### src/design/xcfp_pkg.sv
`timescale 1ns / 1ps
// ----------------------------------------------------------------------------
// xcfp_pkg
// Shared types and constants for the XOR-checked frame parser.
// ----------------------------------------------------------------------------
package xcfp_pkg;

    localparam int BYTE_W    = 8;
    localparam int CFG_IDX_W = 3;

    localparam logic [CFG_IDX_W-1:0] CFG_HEADER_FIRST  = 3'd0;
    localparam logic [CFG_IDX_W-1:0] CFG_HEADER_SECOND = 3'd1;
    localparam logic [CFG_IDX_W-1:0] CFG_TAIL_FIRST    = 3'd2;
    localparam logic [CFG_IDX_W-1:0] CFG_TAIL_SECOND   = 3'd3;

    localparam logic [BYTE_W-1:0] RST_HEADER_FIRST  = 8'd170;
    localparam logic [BYTE_W-1:0] RST_HEADER_SECOND = 8'd85;
    localparam logic [BYTE_W-1:0] RST_TAIL_FIRST    = 8'd13;
    localparam logic [BYTE_W-1:0] RST_TAIL_SECOND   = 8'd10;

    typedef enum logic [1:0] {
        KIND_PAYLOAD      = 2'd0,
        KIND_GOOD         = 2'd1,
        KIND_CHECKSUM_BAD = 2'd2,
        KIND_TAIL_BAD     = 2'd3
    } t_kind;

    typedef struct packed {
        logic [BYTE_W-1:0] header_first;
        logic [BYTE_W-1:0] header_second;
        logic [BYTE_W-1:0] tail_first;
        logic [BYTE_W-1:0] tail_second;
    } t_cfg;

    typedef struct packed {
        t_kind             kind;
        logic [BYTE_W-1:0] command;
        logic [BYTE_W-1:0] payload_length;
        logic [BYTE_W-1:0] payload_byte;
        logic [BYTE_W-1:0] payload_index;
        logic              frame_end;
    } t_result;

endpackage

### src/design/xcfp_cfg_regs.sv
`timescale 1ns / 1ps
// ----------------------------------------------------------------------------
// xcfp_cfg_regs
// Header and tail match registers, written through the config channel.
// ----------------------------------------------------------------------------
module xcfp_cfg_regs (
    input  logic                             i_clk,
    input  logic                             i_rst_n,
    input  logic                             i_cfg_valid,
    output logic                             o_cfg_ready,
    input  logic [xcfp_pkg::CFG_IDX_W-1:0]   i_cfg_index,
    input  logic [xcfp_pkg::BYTE_W-1:0]      i_cfg_data,
    output xcfp_pkg::t_cfg                   o_cfg
);
    import xcfp_pkg::*;

    t_cfg r_cfg;
    t_cfg n_cfg;

    assign o_cfg_ready = 1'b1;
    assign o_cfg       = r_cfg;

    always_comb begin
        n_cfg = r_cfg;
        if (i_cfg_valid) begin
            case (i_cfg_index)
                CFG_HEADER_FIRST:  n_cfg.header_first  = i_cfg_data;
                CFG_HEADER_SECOND: n_cfg.header_second = i_cfg_data;
                CFG_TAIL_FIRST:    n_cfg.tail_first    = i_cfg_data;
                CFG_TAIL_SECOND:   n_cfg.tail_second   = i_cfg_data;
                default:           n_cfg = r_cfg;
            endcase
        end
    end

    always_ff @(posedge i_clk) begin
        if (!i_rst_n) begin
            r_cfg.header_first  <= RST_HEADER_FIRST;
            r_cfg.header_second <= RST_HEADER_SECOND;
            r_cfg.tail_first    <= RST_TAIL_FIRST;
            r_cfg.tail_second   <= RST_TAIL_SECOND;
        end else begin
            r_cfg <= n_cfg;
        end
    end

endmodule

### src/design/xcfp_parser.sv
`timescale 1ns / 1ps
// ----------------------------------------------------------------------------
// xcfp_parser
// Frame state machine: one received word per step, payload and status results.
// ----------------------------------------------------------------------------
module xcfp_parser (
    input  logic                        i_clk,
    input  logic                        i_rst_n,
    input  logic                        i_step,
    input  logic [xcfp_pkg::BYTE_W-1:0] i_rx_byte,
    input  logic                        i_new_burst,
    input  xcfp_pkg::t_cfg              i_cfg,
    output logic                        o_res_valid,
    output xcfp_pkg::t_result           o_res
);
    import xcfp_pkg::*;

    typedef enum logic [7:0] {
        PH_HUNT    = 8'b0000_0001,
        PH_COMMAND = 8'b0000_0010,
        PH_LENGTH  = 8'b0000_0100,
        PH_PAYLOAD = 8'b0000_1000,
        PH_CHECK   = 8'b0001_0000,
        PH_TAIL1   = 8'b0010_0000,
        PH_TAIL2   = 8'b0100_0000,
        PH_DONE    = 8'b1000_0000
    } t_phase;

    t_phase            r_phase, n_phase, e_phase;
    logic              r_saw_hf, n_saw_hf, e_saw_hf;
    logic [BYTE_W-1:0] r_cmd, n_cmd, e_cmd;
    logic [BYTE_W-1:0] r_len, n_len, e_len;
    logic [BYTE_W-1:0] r_cnt, n_cnt, e_cnt;
    logic [BYTE_W-1:0] r_xor, n_xor, e_xor;
    logic [BYTE_W-1:0] r_chk, n_chk, e_chk;
    logic              r_t1_ok, n_t1_ok, e_t1_ok;
    logic [BYTE_W-1:0] cnt_inc;

    // drop any partial frame on a new burst
    always_comb begin
        if (i_new_burst) begin
            e_phase  = PH_HUNT;
            e_saw_hf = 1'b0;
            e_cmd    = '0;
            e_len    = '0;
            e_cnt    = '0;
            e_xor    = '0;
            e_chk    = '0;
            e_t1_ok  = 1'b0;
        end else begin
            e_phase  = r_phase;
            e_saw_hf = r_saw_hf;
            e_cmd    = r_cmd;
            e_len    = r_len;
            e_cnt    = r_cnt;
            e_xor    = r_xor;
            e_chk    = r_chk;
            e_t1_ok  = r_t1_ok;
        end
    end

    assign cnt_inc = e_cnt + BYTE_W'(1);

    always_comb begin
        n_phase  = e_phase;
        n_saw_hf = e_saw_hf;
        n_cmd    = e_cmd;
        n_len    = e_len;
        n_cnt    = e_cnt;
        n_xor    = e_xor;
        n_chk    = e_chk;
        n_t1_ok  = e_t1_ok;

        o_res_valid          = 1'b0;
        o_res.kind           = KIND_PAYLOAD;
        o_res.command        = e_cmd;
        o_res.payload_length = e_len;
        o_res.payload_byte   = '0;
        o_res.payload_index  = '0;
        o_res.frame_end      = 1'b0;

        case (e_phase)
            PH_HUNT: begin
                if (e_saw_hf && (i_rx_byte == i_cfg.header_second)) begin
                    n_saw_hf = 1'b0;
                    n_phase  = PH_COMMAND;
                end else begin
                    n_saw_hf = (i_rx_byte == i_cfg.header_first);
                end
            end
            PH_COMMAND: begin
                n_cmd   = i_rx_byte;
                n_xor   = i_rx_byte;
                n_phase = PH_LENGTH;
            end
            PH_LENGTH: begin
                n_len   = i_rx_byte;
                n_xor   = e_xor ^ i_rx_byte;
                n_cnt   = '0;
                n_phase = (i_rx_byte == '0) ? PH_CHECK : PH_PAYLOAD;
            end
            PH_PAYLOAD: begin
                n_xor = e_xor ^ i_rx_byte;
                n_cnt = cnt_inc;
                if (cnt_inc == e_len) begin
                    n_phase = PH_CHECK;
                end
                o_res_valid         = 1'b1;
                o_res.payload_byte  = i_rx_byte;
                o_res.payload_index = e_cnt;
            end
            PH_CHECK: begin
                n_chk   = i_rx_byte;
                n_phase = PH_TAIL1;
            end
            PH_TAIL1: begin
                n_t1_ok = (i_rx_byte == i_cfg.tail_first);
                n_phase = PH_TAIL2;
            end
            PH_TAIL2: begin
                o_res_valid     = 1'b1;
                o_res.frame_end = 1'b1;
                if (!e_t1_ok || (i_rx_byte != i_cfg.tail_second)) begin
                    o_res.kind = KIND_TAIL_BAD;
                end else if (e_xor != e_chk) begin
                    o_res.kind = KIND_CHECKSUM_BAD;
                end else begin
                    o_res.kind = KIND_GOOD;
                end
                n_phase = PH_DONE;
            end
            PH_DONE: begin
                n_phase = PH_DONE;
            end
            default: begin
                n_phase = PH_HUNT;
            end
        endcase
    end

    always_ff @(posedge i_clk) begin
        if (!i_rst_n) begin
            r_phase  <= PH_HUNT;
            r_saw_hf <= 1'b0;
            r_cmd    <= '0;
            r_len    <= '0;
            r_cnt    <= '0;
            r_xor    <= '0;
            r_chk    <= '0;
            r_t1_ok  <= 1'b0;
        end else if (i_step) begin
            r_phase  <= n_phase;
            r_saw_hf <= n_saw_hf;
            r_cmd    <= n_cmd;
            r_len    <= n_len;
            r_cnt    <= n_cnt;
            r_xor    <= n_xor;
            r_chk    <= n_chk;
            r_t1_ok  <= n_t1_ok;
        end
    end

`ifndef SYNTHESIS
    a_status_from_tail2: assert property (@(posedge i_clk) disable iff (!i_rst_n)
        (o_res_valid && o_res.frame_end) |-> (r_phase == PH_TAIL2 && !i_new_burst))
        else $error("status result outside second tail word");

    a_done_after_status: assert property (@(posedge i_clk) disable iff (!i_rst_n)
        (i_step && o_res_valid && o_res.frame_end) |=> (r_phase == PH_DONE))
        else $error("parser not done after status result");

    a_index_in_length: assert property (@(posedge i_clk) disable iff (!i_rst_n)
        (o_res_valid && !o_res.frame_end) |-> (o_res.payload_index < o_res.payload_length))
        else $error("payload index beyond declared length");
`endif

endmodule

### src/design/xor_checked_frame_parser.sv
`timescale 1ns / 1ps
// ----------------------------------------------------------------------------
// xor_checked_frame_parser
// Parses XOR-checked frames from a received byte stream.
// ----------------------------------------------------------------------------
// Input channel: i_in_valid / o_in_stall carry one received word (i_rx_byte,
// i_new_burst). Output channel: o_out_valid / i_out_stall carry one result
// word (o_kind, o_command, o_payload_length, o_payload_byte, o_payload_index,
// o_frame_end). A word moves when valid is high and stall is low.
// Config channel: i_cfg_valid / o_cfg_ready write i_cfg_data to register
// i_cfg_index (header first/second, tail first/second); ready is always high.
// Write config only while the block is idle.
// An accepted input word goes into the input register, then through the parse
// logic into the result register.
// Throughput: one word per cycle while o_in_stall is low.
// Each payload word gives one result; the second tail word gives the status.
// A stalled result holds; the input register still takes one more word, then
// o_in_stall rises until the result slot frees.
// Reset clears all frame state to header hunt, empties both registers and
// loads the default header and tail values.
// ----------------------------------------------------------------------------
module xor_checked_frame_parser (
    input  logic                                 i_clk,
    input  logic                                 i_rst_n,
    input  logic                                 i_in_valid,
    output logic                                 o_in_stall,
    input  logic [xcfp_pkg::BYTE_W-1:0]          i_rx_byte,
    input  logic                                 i_new_burst,
    output logic                                 o_out_valid,
    input  logic                                 i_out_stall,
    output logic [1:0]                           o_kind,
    output logic [xcfp_pkg::BYTE_W-1:0]          o_command,
    output logic [xcfp_pkg::BYTE_W-1:0]          o_payload_length,
    output logic [xcfp_pkg::BYTE_W-1:0]          o_payload_byte,
    output logic [xcfp_pkg::BYTE_W-1:0]          o_payload_index,
    output logic                                 o_frame_end,
    input  logic                                 i_cfg_valid,
    output logic                                 o_cfg_ready,
    input  logic [xcfp_pkg::CFG_IDX_W-1:0]       i_cfg_index,
    input  logic [xcfp_pkg::BYTE_W-1:0]          i_cfg_data
);
    import xcfp_pkg::*;

    t_cfg              cfg;
    logic              r_in_valid;
    logic [BYTE_W-1:0] r_rx_byte;
    logic              r_new_burst;
    logic              r_out_valid;
    t_result           r_res;
    logic              out_free;
    logic              step;
    logic              in_take;
    logic              res_valid;
    t_result           res;

    assign out_free   = !r_out_valid || !i_out_stall;
    assign step       = r_in_valid && out_free;
    assign o_in_stall = r_in_valid && !out_free;
    assign in_take    = i_in_valid && !o_in_stall;

    xcfp_cfg_regs u_cfg (
        .i_clk       (i_clk),
        .i_rst_n     (i_rst_n),
        .i_cfg_valid (i_cfg_valid),
        .o_cfg_ready (o_cfg_ready),
        .i_cfg_index (i_cfg_index),
        .i_cfg_data  (i_cfg_data),
        .o_cfg       (cfg)
    );

    xcfp_parser u_parser (
        .i_clk       (i_clk),
        .i_rst_n     (i_rst_n),
        .i_step      (step),
        .i_rx_byte   (r_rx_byte),
        .i_new_burst (r_new_burst),
        .i_cfg       (cfg),
        .o_res_valid (res_valid),
        .o_res       (res)
    );

    // input register
    always_ff @(posedge i_clk) begin
        if (!i_rst_n) begin
            r_in_valid <= 1'b0;
        end else if (in_take) begin
            r_in_valid <= 1'b1;
        end else if (step) begin
            r_in_valid <= 1'b0;
        end
    end

    always_ff @(posedge i_clk) begin
        if (in_take) begin
            r_rx_byte   <= i_rx_byte;
            r_new_burst <= i_new_burst;
        end
    end

    // result register
    always_ff @(posedge i_clk) begin
        if (!i_rst_n) begin
            r_out_valid <= 1'b0;
        end else if (out_free) begin
            r_out_valid <= step && res_valid;
        end
    end

    always_ff @(posedge i_clk) begin
        if (step && res_valid) begin
            r_res <= res;
        end
    end

    assign o_out_valid      = r_out_valid;
    assign o_kind           = r_res.kind;
    assign o_command        = r_res.command;
    assign o_payload_length = r_res.payload_length;
    assign o_payload_byte   = r_res.payload_byte;
    assign o_payload_index  = r_res.payload_index;
    assign o_frame_end      = r_res.frame_end;

`ifndef SYNTHESIS
    a_step_drains_input: assert property (@(posedge i_clk) disable iff (!i_rst_n)
        (step && !in_take) |=> !r_in_valid)
        else $error("input register not drained after parse step");

    a_stall_only_when_full: assert property (@(posedge i_clk) disable iff (!i_rst_n)
        o_in_stall |-> (r_in_valid && r_out_valid))
        else $error("input stalled with a free slot");

    a_result_loaded: assert property (@(posedge i_clk) disable iff (!i_rst_n)
        (step && res_valid) |=> r_out_valid)
        else $error("parse result lost");
`endif

endmodule
### config.mk
export PLATFORM = sky130hd
export DESIGN_NAME = xor_checked_frame_parser
export DESIGN_NICKNAME = d
export VERILOG_FILES = /design/src/design/xcfp_pkg.sv /design/src/design/xcfp_cfg_regs.sv /design/src/design/xcfp_parser.sv /design/src/design/xor_checked_frame_parser.sv
export SDC_FILE = /design/constraint.sdc
export NUM_CORES = 1
export LEC_CHECK = 0
export ABC_AREA = 1
export BUFFER_PORTS_ARGS = -buffer_cell sky130_fd_sc_hd__buf_2
export CAP_MARGIN = 20
export CORE_MARGIN = 4
export CORE_UTILIZATION = 50
export DETAILED_ROUTE_END_ITERATION = 7
export PLACE_DENSITY = 0.67
export SLEW_MARGIN = 25
export SYNTH_ARGS = -nofsm -noshare
export SYNTH_HDL_FRONTEND = slang
export SYNTH_HIERARCHICAL = 1
export SYNTH_SLANG_ARGS = --single-unit
### constraint.sdc
create_clock -name i_clk -period 3.9 [get_ports i_clk]
set_input_delay 0.78 -clock i_clk [delete_from_list [all_inputs] [get_ports i_clk]]
set_output_delay 0.78 -clock i_clk [all_outputs]
set_load 0.02 [all_outputs]
==> run metrics <==
max incr delay on CP=0.78 ns; sequential fraction of the synthesis area=45.9%; first drt pass iteration count=5; clock sinks=128; average wire per standard cell=15.7 um; # IOs=63; hold crit path type=reg -> reg; worst clock skew=0.0113 ns; via-per-instance ratio=5.46; Inserted Diodes=0; initial antenna violation count=0; met2 wire len=8390 um; chip height=122 um; register share of total power=42.1%; Placer Congestion=0.856; H-tree depth=4; FP Rows=41; DR WL met3=1020 um; Top Metal Used=met4; met1 WL=7010 um; ranking of synthesized cells by area=dfxtp_1, edfxtp_1, nand2_1; area delta synth->final=15.4%; WS Path Type=reg -> reg; Clk network pwr share=50.5%; share of cells above drive strength 1=14.7%; Mapped Cells=847; drt total wl=16900 um; Max Cap Viol=0; hold_buf cts=0; Pins Over Slew Limit=0; Final min period=3.14 ns; total number of vias=5891; YS warnings=6; ys async rst share=0%; Leakage Power=3.24 nW; status=finished, final reports clean; Max Buffers Root-to-Sink=2; Place WS=0.757 ns; CP max-delay cell=nor2_4; first-pass GRT wire length=27100 um; CP startpoint kind=register; fin crit share=80.5%; Worst setup EP type=register; Critical Path RT=3.93 ns; cell-internal power=2.69 mW; Final WS setup=0.760 ns; count of cell types in the netlist=51; Cell Chain, Critical Path=inv_4 -> nand3_1 -> nor3_2 -> nand2_4 -> nand2_1 -> inv_1 -> nor2_4; Net Sw Frac=22.2%; Inst Count DP=1046; area leader, netlist=dfxtp_1; via count of the first global-routing pass=5586; Initial Util=51.4%; Post-synth EDFFs=44; TNS Setup=0 ns; Final Non-Filler Cells=1078; Hold Fails Final Rpt=0; hold slack final=0.479 ns; Die W=122 um; sw power=0.769 mW; Root Driver=clkbuf_16; CP delay by family, top=simple AND/OR/NAND/NOR gates; Placeable Area=12700 um^2; die area=15000 um^2; Synth Register Bits=128; post-CTS setup buffer count=0; Num CTS Buffers=17; clock-pin slew on the worst setup and hold paths=0.05 ns; Synthesized Nets=873; Post-DRT Antenna Nets=0; Total Nets Final=919; CTS tree=yes; worst rel slew slack=32.6%; Initial DRC Count=529; Synth Flop Type=dfxtp_1; GRT Total Usage=23.3%; largest net degree at the start of global routing=69; fmax=318 MHz; Crit Path Max Fanout=35; crit path buf inv count=2; Slew @ Worst Pin=1.01 ns; Synth Cell Area=6540 um^2; Clock Latency Late Sink=0.42 ns; area fraction of the dominant cell type after synthesis=25.7%; # setup viols final=0; peak supply drop=0.240 mV; PortBufs=61; drt drc=0; Power Density=459 nW/um^2; post_cts resized=0; grt ovf=0; crit path DAT=3.17 ns; DP HPWL=11500 um; combinational share of power=7.4%; RSZ-0062 raised after global routing=false; Synth Area per Inst=7.73 um^2
-- flip-flops by register name, indices dropped and copies added, names as in the netlist --
signal and count:
u_parser/r_saw_hf 1, o_out_valid 1, u_cfg/o_cfg 32, u_parser/r_t1_ok 1, r_in_valid 1, u_parser/r_phase 8, u_parser/r_chk 8, o_frame_end 1
u_parser/r_len 8, o_payload_byte 8, o_command 8, u_parser/r_cnt 8, o_kind 2, r_new_burst 1, o_payload_length 8, o_payload_index 8
u_parser/r_cmd 8, r_rx_byte 8, u_parser/r_xor 8
-- cells by family after synthesis --
logic type	count (synthesis)	share of synthesized area (%)
adders and majority gates	1	0.191
AOI/OAI and AO/OA	146	13.8
DFF	128	45.9
and+or+nand+nor	389	26.9
buffers and inverters	160	10.2
xor gates and xnor gates	22	2.94
other	1	0.0573
-- cells in the final DEF (no fill, tap or decap), types with 11 or more instances in the layout --
cell	netlist	layout
o221ai_1	14	14
nor2_1	110	109
nand4_1	11	11
nand3_1	66	66
dfxtp_1	84	84
buf_2	11	61
inv_1	114	114
nand2_1	155	155
edfxtp_1	44	44
nor3_1	12	12
o21ai_0	45	45
xnor2_1	15	15
o211ai_1	12	12
clkbuf_16	0	17
a21oi_1	43	43
-- worst register-to-register path: cells and delay by family, from the launching register on --
family	cells	cell delay, ns
simple gates	5	1.66
flops	1	0.59
buf+inv	2	0.49
-- stage by stage --
step	utilization, %	power (mW)	area, um^2
finish	59.3	3.46	7550
global route	59.3	3.58	7550
CTS	59.3	3.48	7550
detailed placement	54.2	1.74	6900
global placement	54.2	1.73	6900
floorplan	-	1.67	6540
-- power groups by stage --
stage               sequential (mW)  combinational [mW]  clock, mW
floorplan                      1.47               0.196          0
detailed placement             1.49               0.250          0
CTS                            1.46               0.252       1.77
global route                   1.46               0.285       1.84
finish                         1.46               0.255       1.75
global placement               1.48               0.244          0
-- cells in the mapped netlist (4+ instances only) --
| cell type | count |
|---|---|
| a211oi_1 | 7 |
| a21oi_1 | 43 |
| buf_2 | 11 |
| buf_4 | 4 |
| clkbuf_1 | 17 |
| dfxtp_1 | 84 |
| edfxtp_1 | 44 |
| inv_1 | 114 |
| nand2_1 | 155 |
| nand2_4 | 5 |
| nand3_1 | 66 |
| nand4_1 | 11 |
| nor2_1 | 110 |
| nor2_2 | 9 |
| nor3_1 | 12 |
| o211ai_1 | 12 |
| o21ai_0 | 45 |
| o21ai_1 | 7 |
| o221ai_1 | 14 |
| o31ai_1 | 4 |
| or2_2 | 4 |
| xnor2_1 | 15 |
| xor2_1 | 7 |
-- metal layers --
layer  vias to the layer above  GRT usage, %
met1                      2782          27.0
met3                        34          5.71
met5                         -             0
met4                         0          9.94
met2                       187          40.9
li1                       2888             -
-- layout make-up --
type                       count  area (um^2)
clock buffer                  19          433
timing repair buffer          65          335
sequential                   128         3000
clock inverter                13          216
inverter                     122          465
multi-input combinational    559         2880
fill                        1189         5170
tap                          172          215
-- final timing paths --
path	start	to	slack (ns)	depth (start not counted)
setup / recovery	r_new_burst$_DFFE_PP_	o_payload_length[5]$_DFFE_PP_	0.76	7
hold / removal	u_parser/r_len[2]$_SDFFE_PN0P_	u_parser/r_len[2]$_SDFFE_PN0P_	0.48	2
setup reg to reg	r_new_burst$_DFFE_PP_	o_payload_length[5]$_DFFE_PP_	0.76	7
hold reg to reg	u_parser/r_len[2]$_SDFFE_PN0P_	u_parser/r_len[2]$_SDFFE_PN0P_	0.48	2
No activity file was read; power rests on OpenSTA's default activity.
